--- src/rtl/core/button_debounce_long_press_repeat_unit_macros.svh ---
// assertion helpers shared by the rtl
`ifndef BUTTON_DEBOUNCE_LONG_PRESS_REPEAT_UNIT_MACROS_SVH
`define BUTTON_DEBOUNCE_LONG_PRESS_REPEAT_UNIT_MACROS_SVH

// same-cycle implication, disabled in reset
`define BDLPR_ASSERT_NOW(label, clk, rst_n, ante, cons, msg) \
    label: assert property (@(posedge clk) disable iff (!rst_n) (ante) |-> (cons)) \
        else $error(msg);

// next-cycle implication, disabled in reset
`define BDLPR_ASSERT_NEXT(label, clk, rst_n, ante, cons, msg) \
    label: assert property (@(posedge clk) disable iff (!rst_n) (ante) |=> (cons)) \
        else $error(msg);

`endif

--- src/rtl/core/bdlpr_pkg.sv ---
package bdlpr_pkg;

    localparam int BDLPR_NUM_BUTTONS = 2;
    localparam int BDLPR_BTN_W       = 2;
    localparam int BDLPR_TICK_W      = 32;
    localparam int BDLPR_CFG_W       = 16;
    localparam int BDLPR_CFG_IDX_W   = 2;

    // register indexes of the configuration port
    localparam logic [BDLPR_CFG_IDX_W-1:0] BDLPR_REG_DEBOUNCE = 2'd0;
    localparam logic [BDLPR_CFG_IDX_W-1:0] BDLPR_REG_LONG     = 2'd1;
    localparam logic [BDLPR_CFG_IDX_W-1:0] BDLPR_REG_REPEAT   = 2'd2;

    localparam logic [BDLPR_CFG_W-1:0] BDLPR_DEBOUNCE_RST = 16'd50;
    localparam logic [BDLPR_CFG_W-1:0] BDLPR_LONG_RST     = 16'd1000;
    localparam logic [BDLPR_CFG_W-1:0] BDLPR_REPEAT_RST   = 16'd200;

    typedef struct packed {
        logic [BDLPR_BTN_W-1:0] raw_levels;
        logic [BDLPR_BTN_W-1:0] take_press_mask;
        logic [BDLPR_BTN_W-1:0] take_long_mask;
    } bdlpr_in_t;

    typedef struct packed {
        logic [BDLPR_BTN_W-1:0] stable_levels;
        logic [BDLPR_BTN_W-1:0] press_taken;
        logic [BDLPR_BTN_W-1:0] long_taken;
    } bdlpr_out_t;

    typedef struct packed {
        logic [BDLPR_CFG_W-1:0] debounce_ticks;
        logic [BDLPR_CFG_W-1:0] long_press_ticks;
        logic [BDLPR_CFG_W-1:0] repeat_ticks;
    } bdlpr_cfg_t;

    // per-button slice of one tick
    typedef struct packed {
        logic raw;
        logic take_press;
        logic take_long;
    } bdlpr_key_in_t;

    typedef struct packed {
        logic stable;
        logic press_taken;
        logic long_taken;
    } bdlpr_key_out_t;

endpackage

--- src/rtl/core/bdlpr_key.sv ---
module bdlpr_key
    import bdlpr_pkg::*;
(
    input  logic                    clk,
    input  logic                    rst_n,
    input  logic                    en,
    input  bdlpr_key_in_t           key_in,
    input  logic [BDLPR_TICK_W-1:0] now,
    input  bdlpr_cfg_t              cfg,
    output bdlpr_key_out_t          key_out
);

    logic                    last_raw_reg, last_raw_next;
    logic                    stable_reg, stable_next;
    logic [BDLPR_TICK_W-1:0] change_time_reg, change_time_next;
    logic [BDLPR_TICK_W-1:0] press_time_reg, press_time_next;
    logic [BDLPR_TICK_W-1:0] repeat_time_reg, repeat_time_next;
    logic                    press_pend_reg, press_pend_next;
    logic                    long_pend_reg, long_pend_next;
    logic                    armed_reg, armed_next;

    logic [BDLPR_TICK_W-1:0] db_elapsed;
    logic [BDLPR_TICK_W-1:0] lp_elapsed;
    logic [BDLPR_TICK_W-1:0] rp_elapsed;
    logic                    db_done;

    always_comb
    begin
        last_raw_next    = key_in.raw;
        change_time_next = (key_in.raw != last_raw_reg) ? now : change_time_reg;
        stable_next      = stable_reg;
        press_time_next  = press_time_reg;
        repeat_time_next = repeat_time_reg;
        press_pend_next  = press_pend_reg;
        long_pend_next   = long_pend_reg;
        armed_next       = armed_reg;

        // debounce, elapsed time wraps modulo 2^32
        db_elapsed = now - change_time_next;
        db_done    = (db_elapsed >= {{(BDLPR_TICK_W-BDLPR_CFG_W){1'b0}}, cfg.debounce_ticks})
                     && (key_in.raw != stable_reg);
        if (db_done)
        begin
            stable_next = key_in.raw;
            armed_next  = 1'b0;
            if (!key_in.raw)
            begin
                press_pend_next  = 1'b1;
                long_pend_next   = 1'b0;
                press_time_next  = now;
                repeat_time_next = now;
            end
        end

        // long press and auto-repeat while held
        lp_elapsed = now - press_time_next;
        rp_elapsed = now - repeat_time_next;
        if (!stable_next)
        begin
            if (!armed_next && (lp_elapsed >=
                {{(BDLPR_TICK_W-BDLPR_CFG_W){1'b0}}, cfg.long_press_ticks}))
            begin
                long_pend_next   = 1'b1;
                armed_next       = 1'b1;
                repeat_time_next = now;
            end
            else if (armed_next && (rp_elapsed >=
                {{(BDLPR_TICK_W-BDLPR_CFG_W){1'b0}}, cfg.repeat_ticks}))
            begin
                press_pend_next  = 1'b1;
                repeat_time_next = now;
            end
        end

        // takes see events latched in this same tick
        key_out.stable      = stable_next;
        key_out.press_taken = key_in.take_press & press_pend_next;
        key_out.long_taken  = key_in.take_long & long_pend_next;
        if (key_in.take_press)
        begin
            press_pend_next = 1'b0;
        end
        if (key_in.take_long)
        begin
            long_pend_next = 1'b0;
        end
    end

    always_ff @(posedge clk or negedge rst_n)
    begin
        if (!rst_n)
        begin
            last_raw_reg    <= 1'b1;
            stable_reg      <= 1'b1;
            change_time_reg <= '0;
            press_time_reg  <= '0;
            repeat_time_reg <= '0;
            press_pend_reg  <= 1'b0;
            long_pend_reg   <= 1'b0;
            armed_reg       <= 1'b0;
        end
        else if (en)
        begin
            last_raw_reg    <= last_raw_next;
            stable_reg      <= stable_next;
            change_time_reg <= change_time_next;
            press_time_reg  <= press_time_next;
            repeat_time_reg <= repeat_time_next;
            press_pend_reg  <= press_pend_next;
            long_pend_reg   <= long_pend_next;
            armed_reg       <= armed_next;
        end
    end

endmodule

--- src/rtl/core/button_debounce_long_press_repeat_unit.sv ---
// Button debouncer with long-press events and auto-repeat.
// Input channel (in_valid/in_ready/in_data): one transaction per millisecond
// tick, carrying the raw active-low button levels and the masks that take
// pending press and long events.
// Output channel (out_valid/out_ready/out_data): one transaction per tick with
// the debounced levels and the events taken in that tick.
// Config channel (cfg_valid/cfg_ready/cfg_index/cfg_data): always ready;
// index 0 debounce, 1 long press, 2 repeat period; other indexes are ignored.
// Write it only while no tick is in flight.
// A tick accepted into the input register is updated per button and lands in
// the result register. Throughput: one tick per cycle while out_ready is high,
// set by the single input register feeding the update and the result register.
// Reset: all buttons released, no events pending, tick counter at zero,
// timing registers at 50, 1000 and 200 ticks.
// Stall: while out_ready is low the result holds, the input register keeps one
// more tick and in_ready drops once both are full; no tick is lost.
module button_debounce_long_press_repeat_unit
    import bdlpr_pkg::*;
#(
    parameter int NUM_BUTTONS = BDLPR_NUM_BUTTONS
)
(
    input  logic                       clk,
    input  logic                       rst_n,
    input  logic                       in_valid,
    output logic                       in_ready,
    input  bdlpr_in_t                  in_data,
    output logic                       out_valid,
    input  logic                       out_ready,
    output bdlpr_out_t                 out_data,
    input  logic                       cfg_valid,
    output logic                       cfg_ready,
    input  logic [BDLPR_CFG_IDX_W-1:0] cfg_index,
    input  logic [BDLPR_CFG_W-1:0]     cfg_data
);

    `include "button_debounce_long_press_repeat_unit_macros.svh"

    localparam int KEYS = (NUM_BUTTONS < BDLPR_BTN_W) ? NUM_BUTTONS : BDLPR_BTN_W;

    logic                    in_valid_reg;
    bdlpr_in_t               in_item_reg;
    logic                    out_valid_reg;
    bdlpr_out_t              out_item_reg, out_item_next;
    logic [BDLPR_TICK_W-1:0] tick_reg;
    bdlpr_cfg_t              cfg_reg;
    logic                    advance;

    logic [BDLPR_BTN_W-1:0]  stable_bits;
    logic [BDLPR_BTN_W-1:0]  press_bits;
    logic [BDLPR_BTN_W-1:0]  long_bits;

    assign advance   = in_valid_reg && (!out_valid_reg || out_ready);
    assign in_ready  = !in_valid_reg || advance;
    assign cfg_ready = 1'b1;
    assign out_valid = out_valid_reg;
    assign out_data  = out_item_reg;

    for (genvar i = 0; i < BDLPR_BTN_W; i++)
    begin : g_key
        if (i < KEYS)
        begin : g_on
            bdlpr_key_in_t  key_in;
            bdlpr_key_out_t key_out;

            assign key_in.raw        = in_item_reg.raw_levels[i];
            assign key_in.take_press = in_item_reg.take_press_mask[i];
            assign key_in.take_long  = in_item_reg.take_long_mask[i];

            bdlpr_key u_key
            (
                .clk     (clk),
                .rst_n   (rst_n),
                .en      (advance),
                .key_in  (key_in),
                .now     (tick_reg),
                .cfg     (cfg_reg),
                .key_out (key_out)
            );

            assign stable_bits[i] = key_out.stable;
            assign press_bits[i]  = key_out.press_taken;
            assign long_bits[i]   = key_out.long_taken;
        end
        else
        begin : g_off
            assign stable_bits[i] = 1'b0;
            assign press_bits[i]  = 1'b0;
            assign long_bits[i]   = 1'b0;
        end
    end

    always_comb
    begin
        out_item_next.stable_levels = stable_bits;
        out_item_next.press_taken   = press_bits;
        out_item_next.long_taken    = long_bits;
    end

    always_ff @(posedge clk or negedge rst_n)
    begin
        if (!rst_n)
        begin
            in_valid_reg  <= 1'b0;
            out_valid_reg <= 1'b0;
            tick_reg      <= '0;
        end
        else
        begin
            if (in_ready)
            begin
                in_valid_reg <= in_valid;
            end
            if (advance)
            begin
                out_valid_reg <= 1'b1;
                tick_reg      <= tick_reg + BDLPR_TICK_W'(1);
            end
            else if (out_ready)
            begin
                out_valid_reg <= 1'b0;
            end
        end
    end

    // payload registers
    always_ff @(posedge clk)
    begin
        if (in_valid && in_ready)
        begin
            in_item_reg <= in_data;
        end
        if (advance)
        begin
            out_item_reg <= out_item_next;
        end
    end

    always_ff @(posedge clk or negedge rst_n)
    begin
        if (!rst_n)
        begin
            cfg_reg.debounce_ticks   <= BDLPR_DEBOUNCE_RST;
            cfg_reg.long_press_ticks <= BDLPR_LONG_RST;
            cfg_reg.repeat_ticks     <= BDLPR_REPEAT_RST;
        end
        else if (cfg_valid && cfg_ready)
        begin
            case (cfg_index)
                BDLPR_REG_DEBOUNCE: cfg_reg.debounce_ticks   <= cfg_data;
                BDLPR_REG_LONG:     cfg_reg.long_press_ticks <= cfg_data;
                BDLPR_REG_REPEAT:   cfg_reg.repeat_ticks     <= cfg_data;
                default:            ;
            endcase
        end
    end

    `BDLPR_ASSERT_NEXT(a_stage_holds, clk, rst_n, in_valid_reg && !advance, in_valid_reg, "tick dropped from input register")
    `BDLPR_ASSERT_NEXT(a_result_follows, clk, rst_n, advance, out_valid_reg, "result missing after advance")
    `BDLPR_ASSERT_NEXT(a_tick_counts, clk, rst_n, advance, tick_reg == $past(tick_reg) + BDLPR_TICK_W'(1), "tick counter out of step")
    `BDLPR_ASSERT_NOW(a_no_overwrite, clk, rst_n, out_valid_reg && !out_ready, !advance, "stalled result overwritten")

endmodule
--- config.mk ---
export PLATFORM = sky130hd
export DESIGN_NAME = button_debounce_long_press_repeat_unit
export DESIGN_NICKNAME = d
export VERILOG_FILES = /design/src/rtl/core/bdlpr_pkg.sv /design/src/rtl/core/bdlpr_key.sv /design/src/rtl/core/button_debounce_long_press_repeat_unit.sv
export VERILOG_INCLUDE_DIRS = /design/src /design/src/rtl/core
export SDC_FILE = /design/constraint.sdc
export NUM_CORES = 1
export LEC_CHECK = 0
export BUFFER_PORTS_ARGS = -buffer_cell sky130_fd_sc_hd__buf_2
export CORE_ASPECT_RATIO = 1.4
export CORE_MARGIN = 4
export CORE_UTILIZATION = 65
export CTS_CLUSTER_DIAMETER = 40
export DETAILED_ROUTE_END_ITERATION = 6
export GPL_ROUTABILITY_DRIVEN = 0
export PLACE_DENSITY = 0.79
export SYNTH_ARGS = -nofsm -noshare
export SYNTH_HDL_FRONTEND = slang
export SYNTH_SLANG_ARGS = --single-unit
--- constraint.sdc ---
create_clock -name clk -period 13.2 [get_ports clk]
set_input_delay 0.66 -clock clk [delete_from_list [all_inputs] [get_ports clk]]
set_output_delay 0.66 -clock clk [all_outputs]
set_load 0.01 [all_outputs]
---- After elaboration in Yosys (flattened, before gate mapping) ----
Cells that the tools add are included.
word-level totals
  flip-flop bits (word level) ............. 296
  input port bits ......................... 29
cells by class
  add/sub/neg operators ................... 7
  magnitude comparators ................... 6
  equal/unequal tests ..................... 6
  multiplexer cells ....................... 48
  bitwise logic cells ..................... 4
  reductions and logical operators ........ 19
operator list
  operator                                              number
  two-way mux 32 bit                                    16
  >= comparator 32 x 16 -> 1 bit                        6
  subtractor 32 bit                                     6
  adder 32 x 1 -> 32 bit (second input constant)        1
  two-way mux 1 bit                                     32
  logical AND 1 bit                                     8
  AND reduction 2 bit                                   3
  AND 1 bit                                             4
  zero test 1 bit                                       4
  != test 1 bit                                         4
  equality test 2 x 1 -> 1 bit (second input constant)  1
  equality test 2 bit (second input constant)           1
  zero test 2 bit                                       1
  logical OR 1 bit                                      2
  nonzero test 2 bit                                    1

---- Logic depth before layout (Yosys ltp) ----
  word-level depth ........................ 13
  gate-level depth with buffers ........... 56
  depth with buffers taken out ............ 48

---- Hierarchy ----
From an unflattened synthesis, not the netlist that was laid out.
unflattened totals
  cells, all modules ...................... 3344
  area total of the unflattened synthesis .. 28741.3 um^2
by module, submodules not included
  module                                  times used  cells an instance  area an instance (um^2)  sequential area each (um^2)
  bdlpr_key at g_key[0].g_on.u_key        1           1656               13006.2                  2529.9
  bdlpr_key at g_key[1].g_on.u_key        1           1426               11803.8                  2529.9
  button_debounce_long_press_repeat_unit  1           262                3931.3                   2427.3

---- Worst setup path after synthesis ----
Ideal clock, no wire load.
  path kind ............................... register -> register
  from .................................... register in_item_reg (netlist bit g_key[1].g_on.key_in[2])
  to ...................................... register g_key[1].g_on.u_key.repeat_time_reg[0]
  arrival time ............................ 10.594 ns
  required time ........................... 13.072 ns
  setup slack ............................. 2.478 ns
  stages on the path, launching flop included .. 53
  path buffers ............................ 8
  period minus slack after synthesis ...... 10.722 ns
  cell sequence ........................... edfxtp_1 -> buf_2 -> xnor2_2 -> clkbuf_1 -> clkbuf_1 -> o21ai_0 -> ha_1 -> inv_1 -> ha_1 -> nor4b_1 -> or4_1 -> clkbuf_1 -> o211ai_1 -> or2_2 -> clkbuf_1 -> nor2b_1 -> xnor2_1 -> a21oi_1 -> (+17 left out) -> o21ai_0 -> a211oi_1 -> o31ai_1 -> a31oi_1 -> xnor2_1 -> ha_1 -> and4_1 -> a2111oi_0 -> nand4_1 -> a211oi_1 -> nand4_1 -> a2111oi_0 -> nand4_1 -> nor4_1 -> a31oi_1 -> o211ai_2 -> buf_2 -> mux2_1
RTL lines
  element                                            RTL line                                       text
  start: declaration                                 button_debounce_long_press_repeat_unit.sv:42   bdlpr_in_t in_item_reg;
  start signal: assignment                           button_debounce_long_press_repeat_unit.sv:131  in_item_reg <= in_data;
  != test 1 bit                                      bdlpr_key.sv:30                                change_time_next = (key_in.raw != last_raw_reg) ? now : change_time_reg;
  two-way mux 32 bit                                 bdlpr_key.sv:30
  named net g_key[1].g_on.u_key.change_time_next[0]  bdlpr_key.sv:15                                logic [BDLPR_TICK_W-1:0] change_time_reg, change_time_next;
  subtractor 32 bit                                  bdlpr_key.sv:39                                db_elapsed = now - change_time_next;
  >= comparator 32 x 16 -> 1 bit                     bdlpr_key.sv:40                                db_done = (db_elapsed >= {{(BDLPR_TICK_W-BDLPR_CFG_W){1'b0}}, cfg.debounce_ticks})
  logical AND 1 bit                                  bdlpr_key.sv:41                                && (key_in.raw != stable_reg);
  two-way mux 32 bit                                 bdlpr_key.sv:42                                if (db_done)
  named net g_key[1].g_on.u_key.press_time_next[0]   bdlpr_key.sv:16                                logic [BDLPR_TICK_W-1:0] press_time_reg, press_time_next;
  subtractor 32 bit                                  bdlpr_key.sv:56                                lp_elapsed = now - press_time_next;
  >= comparator 32 x 16 -> 1 bit                     bdlpr_key.sv:60                                if (!armed_next && (lp_elapsed >=
  logical AND 1 bit                                  bdlpr_key.sv:60
  two-way mux 32 bit                                 bdlpr_key.sv:60
  two-way mux 32 bit                                 bdlpr_key.sv:58                                if (!stable_next)
  end signal: assignment                             bdlpr_key.sv:108                               repeat_time_reg <= repeat_time_next;
  end: declaration                                   bdlpr_key.sv:17                                logic [BDLPR_TICK_W-1:0] repeat_time_reg, repeat_time_next;
The timed path passes the listed nets, and every way through them passes these cells.
A chain may end at the register's enable or synchronous reset.

---- Final worst setup path ----
  from .................................... register tick_reg[13]
  to ...................................... register g_key[0].g_on.u_key.repeat_time_reg[14]
on the way
  word-level cells in the longest chain between the ends .. 11
RTL lines
  element                         RTL line                                       text
  start: declaration              button_debounce_long_press_repeat_unit.sv:45   logic [BDLPR_TICK_W-1:0] tick_reg;
  start signal: assignment        button_debounce_long_press_repeat_unit.sv:117  tick_reg <= tick_reg + BDLPR_TICK_W'(1);
  two-way mux 32 bit              bdlpr_key.sv:30
  subtractor 32 bit               bdlpr_key.sv:39
  >= comparator 32 x 16 -> 1 bit  bdlpr_key.sv:40
  logical AND 1 bit               bdlpr_key.sv:41
  two-way mux 32 bit              bdlpr_key.sv:42
  subtractor 32 bit               bdlpr_key.sv:57                                rp_elapsed = now - repeat_time_next;
  >= comparator 32 x 16 -> 1 bit  bdlpr_key.sv:67                                else if (armed_next && (rp_elapsed >=
  logical AND 1 bit               bdlpr_key.sv:67
  two-way mux 32 bit              bdlpr_key.sv:67
  two-way mux 32 bit              bdlpr_key.sv:60
  two-way mux 32 bit (*)          bdlpr_key.sv:58
  end signal: assignment          bdlpr_key.sv:108
  end: declaration                bdlpr_key.sv:17
Every way passes the cells marked *; elsewhere a longest branch is shown, timed or not.

==> results.json <==
{
  "status": "finished clean",
  "hpwl_um": 59000,
  "grt_max_degree": 178,
  "post_cts_buffers": 0,
  "synthCells": 3135,
  "cts-resized-gates": 0,
  "grt_overflow_total": 0,
  "nNetsFinal": 3404,
  "async_reset_ff_share_pct": 95.9,
  "fp.coreArea_mm2": 0.0403,
  "endpoint_kind": "flip-flop",
  "drt_first_pass_iters": 6,
  "fp.dieW_um": 178,
  "final_max_slew_viol_count": 0,
  "num_vias": 24700,
  "syn_avg_cell_area_um2": 8.43,
  "yosys.area_share.simple_pct": 17.1,
  "grt.total_usage_pct": 35.8,
  "cts_buffers": 41,
  "setup_violations": 0,
  "synth_cell_types": 90,
  "period_needed_ns": 12.74,
  "portBuffers": 36,
  "holdBufCountCts": 0,
  "cp_max_fo": 36,
  "ios": 38,
  "required_ns": 13.66,
  "place_ws_ns": 1.08,
  "finalCoreUtilization_pct": 70.5,
  "avgViaCountPerCell": 6.73,
  "cts_tree": "built",
  "clock_sinks": 296,
  "grt_setup_unrepaired": "no",
  "cts.clk_slew.worst_paths_ns": 0.07,
  "netlist_area_mm2": 0.0264,
  "fin_crit_sh_pct": 96.5,
  "ys_warn_count": 0,
  "die_y_um": 247,
  "synth_flop_cell": "dfrtp_1",
  "synth_seq_cells": 296,
  "fin_worst_skew_ns": 0.0306,
  "holdWs_ns": 0.167,
  "ir_drop_v": 0.000170,
  "setup_tns_ns": 0,
  "path_class": "flip-flop to flip-flop",
  "dr.first_iter.drc_count": 2191,
  "layout_setup_ws_ns": 0.461,
  "muxShareOfSynthArea_pct": 9.92,
  "cp_num_buf_inv": 2,
  "crit_path_top_delay_cell": "dfrtp_1",
  "timing_worst_slew_pin_value_ns": 1.06,
  "layout-drive-gt1-share_pct": 8.74,
  "max_freq_mhz": 78.5,
  "synth_edf_count": 12,
  "start_util_pct": 65.6,
  "antenna_cells": 0,
  "clkLatencyLatePin_ns": 0.57,
  "rows": 87,
  "drv_cap": 0,
  "syn_nets": 3435,
  "clk_path_buf_depth": 3,
  "yosysSeqAreaShare_pct": 28.3,
  "startpoint_type": "flip-flop",
  "synthXorXnorAreaFrac_pct": 5.53,
  "die_area_mm2": 0.0440,
  "cp_slowest_stage_delay_ns": 0.93,
  "power_leakage_uw": 0.0139,
  "hold_viol": 0,
  "synth_top_family_by_area": "compound AO/OA/AOI/OAI gates",
  "instances_no_fill": 3669,
  "synth-compound-area-share_pct": 21.4,
  "root_buffer": "clkbuf_16",
  "wl_per_cell_um": 21.6,
  "arrival_ns": 13.19,
  "hp-class": "primary input to async pin",
  "h-tree-depth": 2,
  "powerDensity_mw_per_mm2": 195,
  "grt_pass1_wl_um": 126000,
  "wirelength_um": 79300,
  "synthAdderAreaFrac_pct": 13.4,
  "antenna_found_initial": 1,
  "grt_pass1_vias": 24800,
  "critical-path-top-delay-family": "simple AND/OR/NAND/NOR gates",
  "maxSlewHeadroom_pct": 29.1,
  "antenna_left": 0,
  "areaGrowthSynthToFinish_pct": 7.56,
  "drc": 0,
  "dp_cells": 3595
}
==> cells in the mapped netlist, drive strengths merged (11+ instances only) <==
cell type,count,area share [%]
o21bai,27,0.77
dfrtp,268,25
o2111ai,16,0.53
a211oi,30,0.85
mux2i,137,5.2
nand2,335,4.8
maj3,13,0.49
o22ai,16,0.38
nand3,72,1.4
o21ai,261,4.9
nand3b,11,0.31
nor2b,48,1.1
o211ai,25,0.73
edfxtp,12,1.4
inv,132,1.9
ha,267,13
buf,42,0.76
mux2,111,4.7
a21o,70,2.0
a21oi,252,4.8
dfstp,16,1.6
and2,12,0.28
xnor2,111,3.7
clkbuf,118,1.7
o31ai,16,0.47
o21a,29,0.82
nor4,14,0.36
and3,26,0.62
a31oi,32,0.76
nand2b,50,1.2
nor2,203,2.9
xor2,55,1.8
nor3,57,1.1
nand4,68,1.6
==> cells by family (layout without fill, tap and decap cells) <==
family | Yosys count | in the layout
flip-flops | 296 | 296
other | 1 | 1
AO/OA/AOI/OAI | 900 | 900
multiplexers | 248 | 248
adder cells (fa/ha/maj) | 284 | 284
buffers and inverters | 292 | 292
AND/OR/NAND/NOR | 948 | 948
XOR/XNOR | 166 | 166
==> area by class of cell <==
cell class,count,area [um^2]
Clock inverter,27,267
Timing Repair Buffer,86,591
Clock buffer,47,1060
Inverter,132,495
Fill cell,3137,11900
Multi-Input combinational cell,2547,17800
Sequential cell,296,7490
Tap cell,534,668
==> per-layer routing <==
layer	up-vias	wire, um	global-route usage, %
met5	-	0	0
li1	11400	-	-
met4	0	6320	23.9
met2	1154	38300	61.3
met1	11700	29100	41.2
met3	420	5500	5.22
==> through the flow <==
stage	instance area (um^2)	total power, uW
final	28400	5540
after global routing	28400	5920
after CTS	28400	5460
after detailed placement	27100	4360
after global placement	27100	4220
after floorplan	26400	3510
==> power by group <==
part,switching (uW),internal (uW)
combinational,1950,1380
sequential,97.0,1030
clock,466,616
total,2510,3020
==> final timing paths <==
check / start / to / slack [ns] / cells past startpoint
worst max-delay path: tick_reg[13]$_DFFE_PN0P_ / g_key[0].g_on.u_key.repeat_time_reg[14]$_DFFE_PN0P_ / 0.46 / 42
worst min-delay path: rst_n / g_key[1].g_on.u_key.change_time_reg[5]$_DFFE_PN0P_ / 0.17 / 1
worst max register to register: tick_reg[13]$_DFFE_PN0P_ / g_key[0].g_on.u_key.repeat_time_reg[14]$_DFFE_PN0P_ / 0.46 / 42
worst min register to register: g_key[0].g_on.key_in[1]$_DFFE_PP_ / g_key[0].g_on.u_key.press_pend_reg$_DFFE_PN0P_ / 0.45 / 1
max in group asynchronous: rst_n / g_key[0].g_on.u_key.press_time_reg[24]$_DFFE_PN0P_ / 11.51 / 2
min in group clk: in_data[0] / g_key[0].g_on.key_in[0]$_DFFE_PP_ / 0.27 / 1
==> placed cells by master, fill, tap and decap left out, drive strengths merged, types with 70 or more instances in the layout <==
| master | netlist | final |
|---|---|---|
| dfrtp | 268 | 268 |
| mux2 | 111 | 111 |
| a21o | 70 | 70 |
| nor2 | 203 | 203 |
| ha | 267 | 267 |
| nand2 | 335 | 335 |
| nand3 | 72 | 72 |
| a21oi | 252 | 252 |
| mux2i | 137 | 137 |
| buf | 42 | 86 |
| o21ai | 261 | 261 |
| xnor2 | 111 | 111 |
| inv | 132 | 143 |
Note: power is estimated with default switching activity, not from simulation.
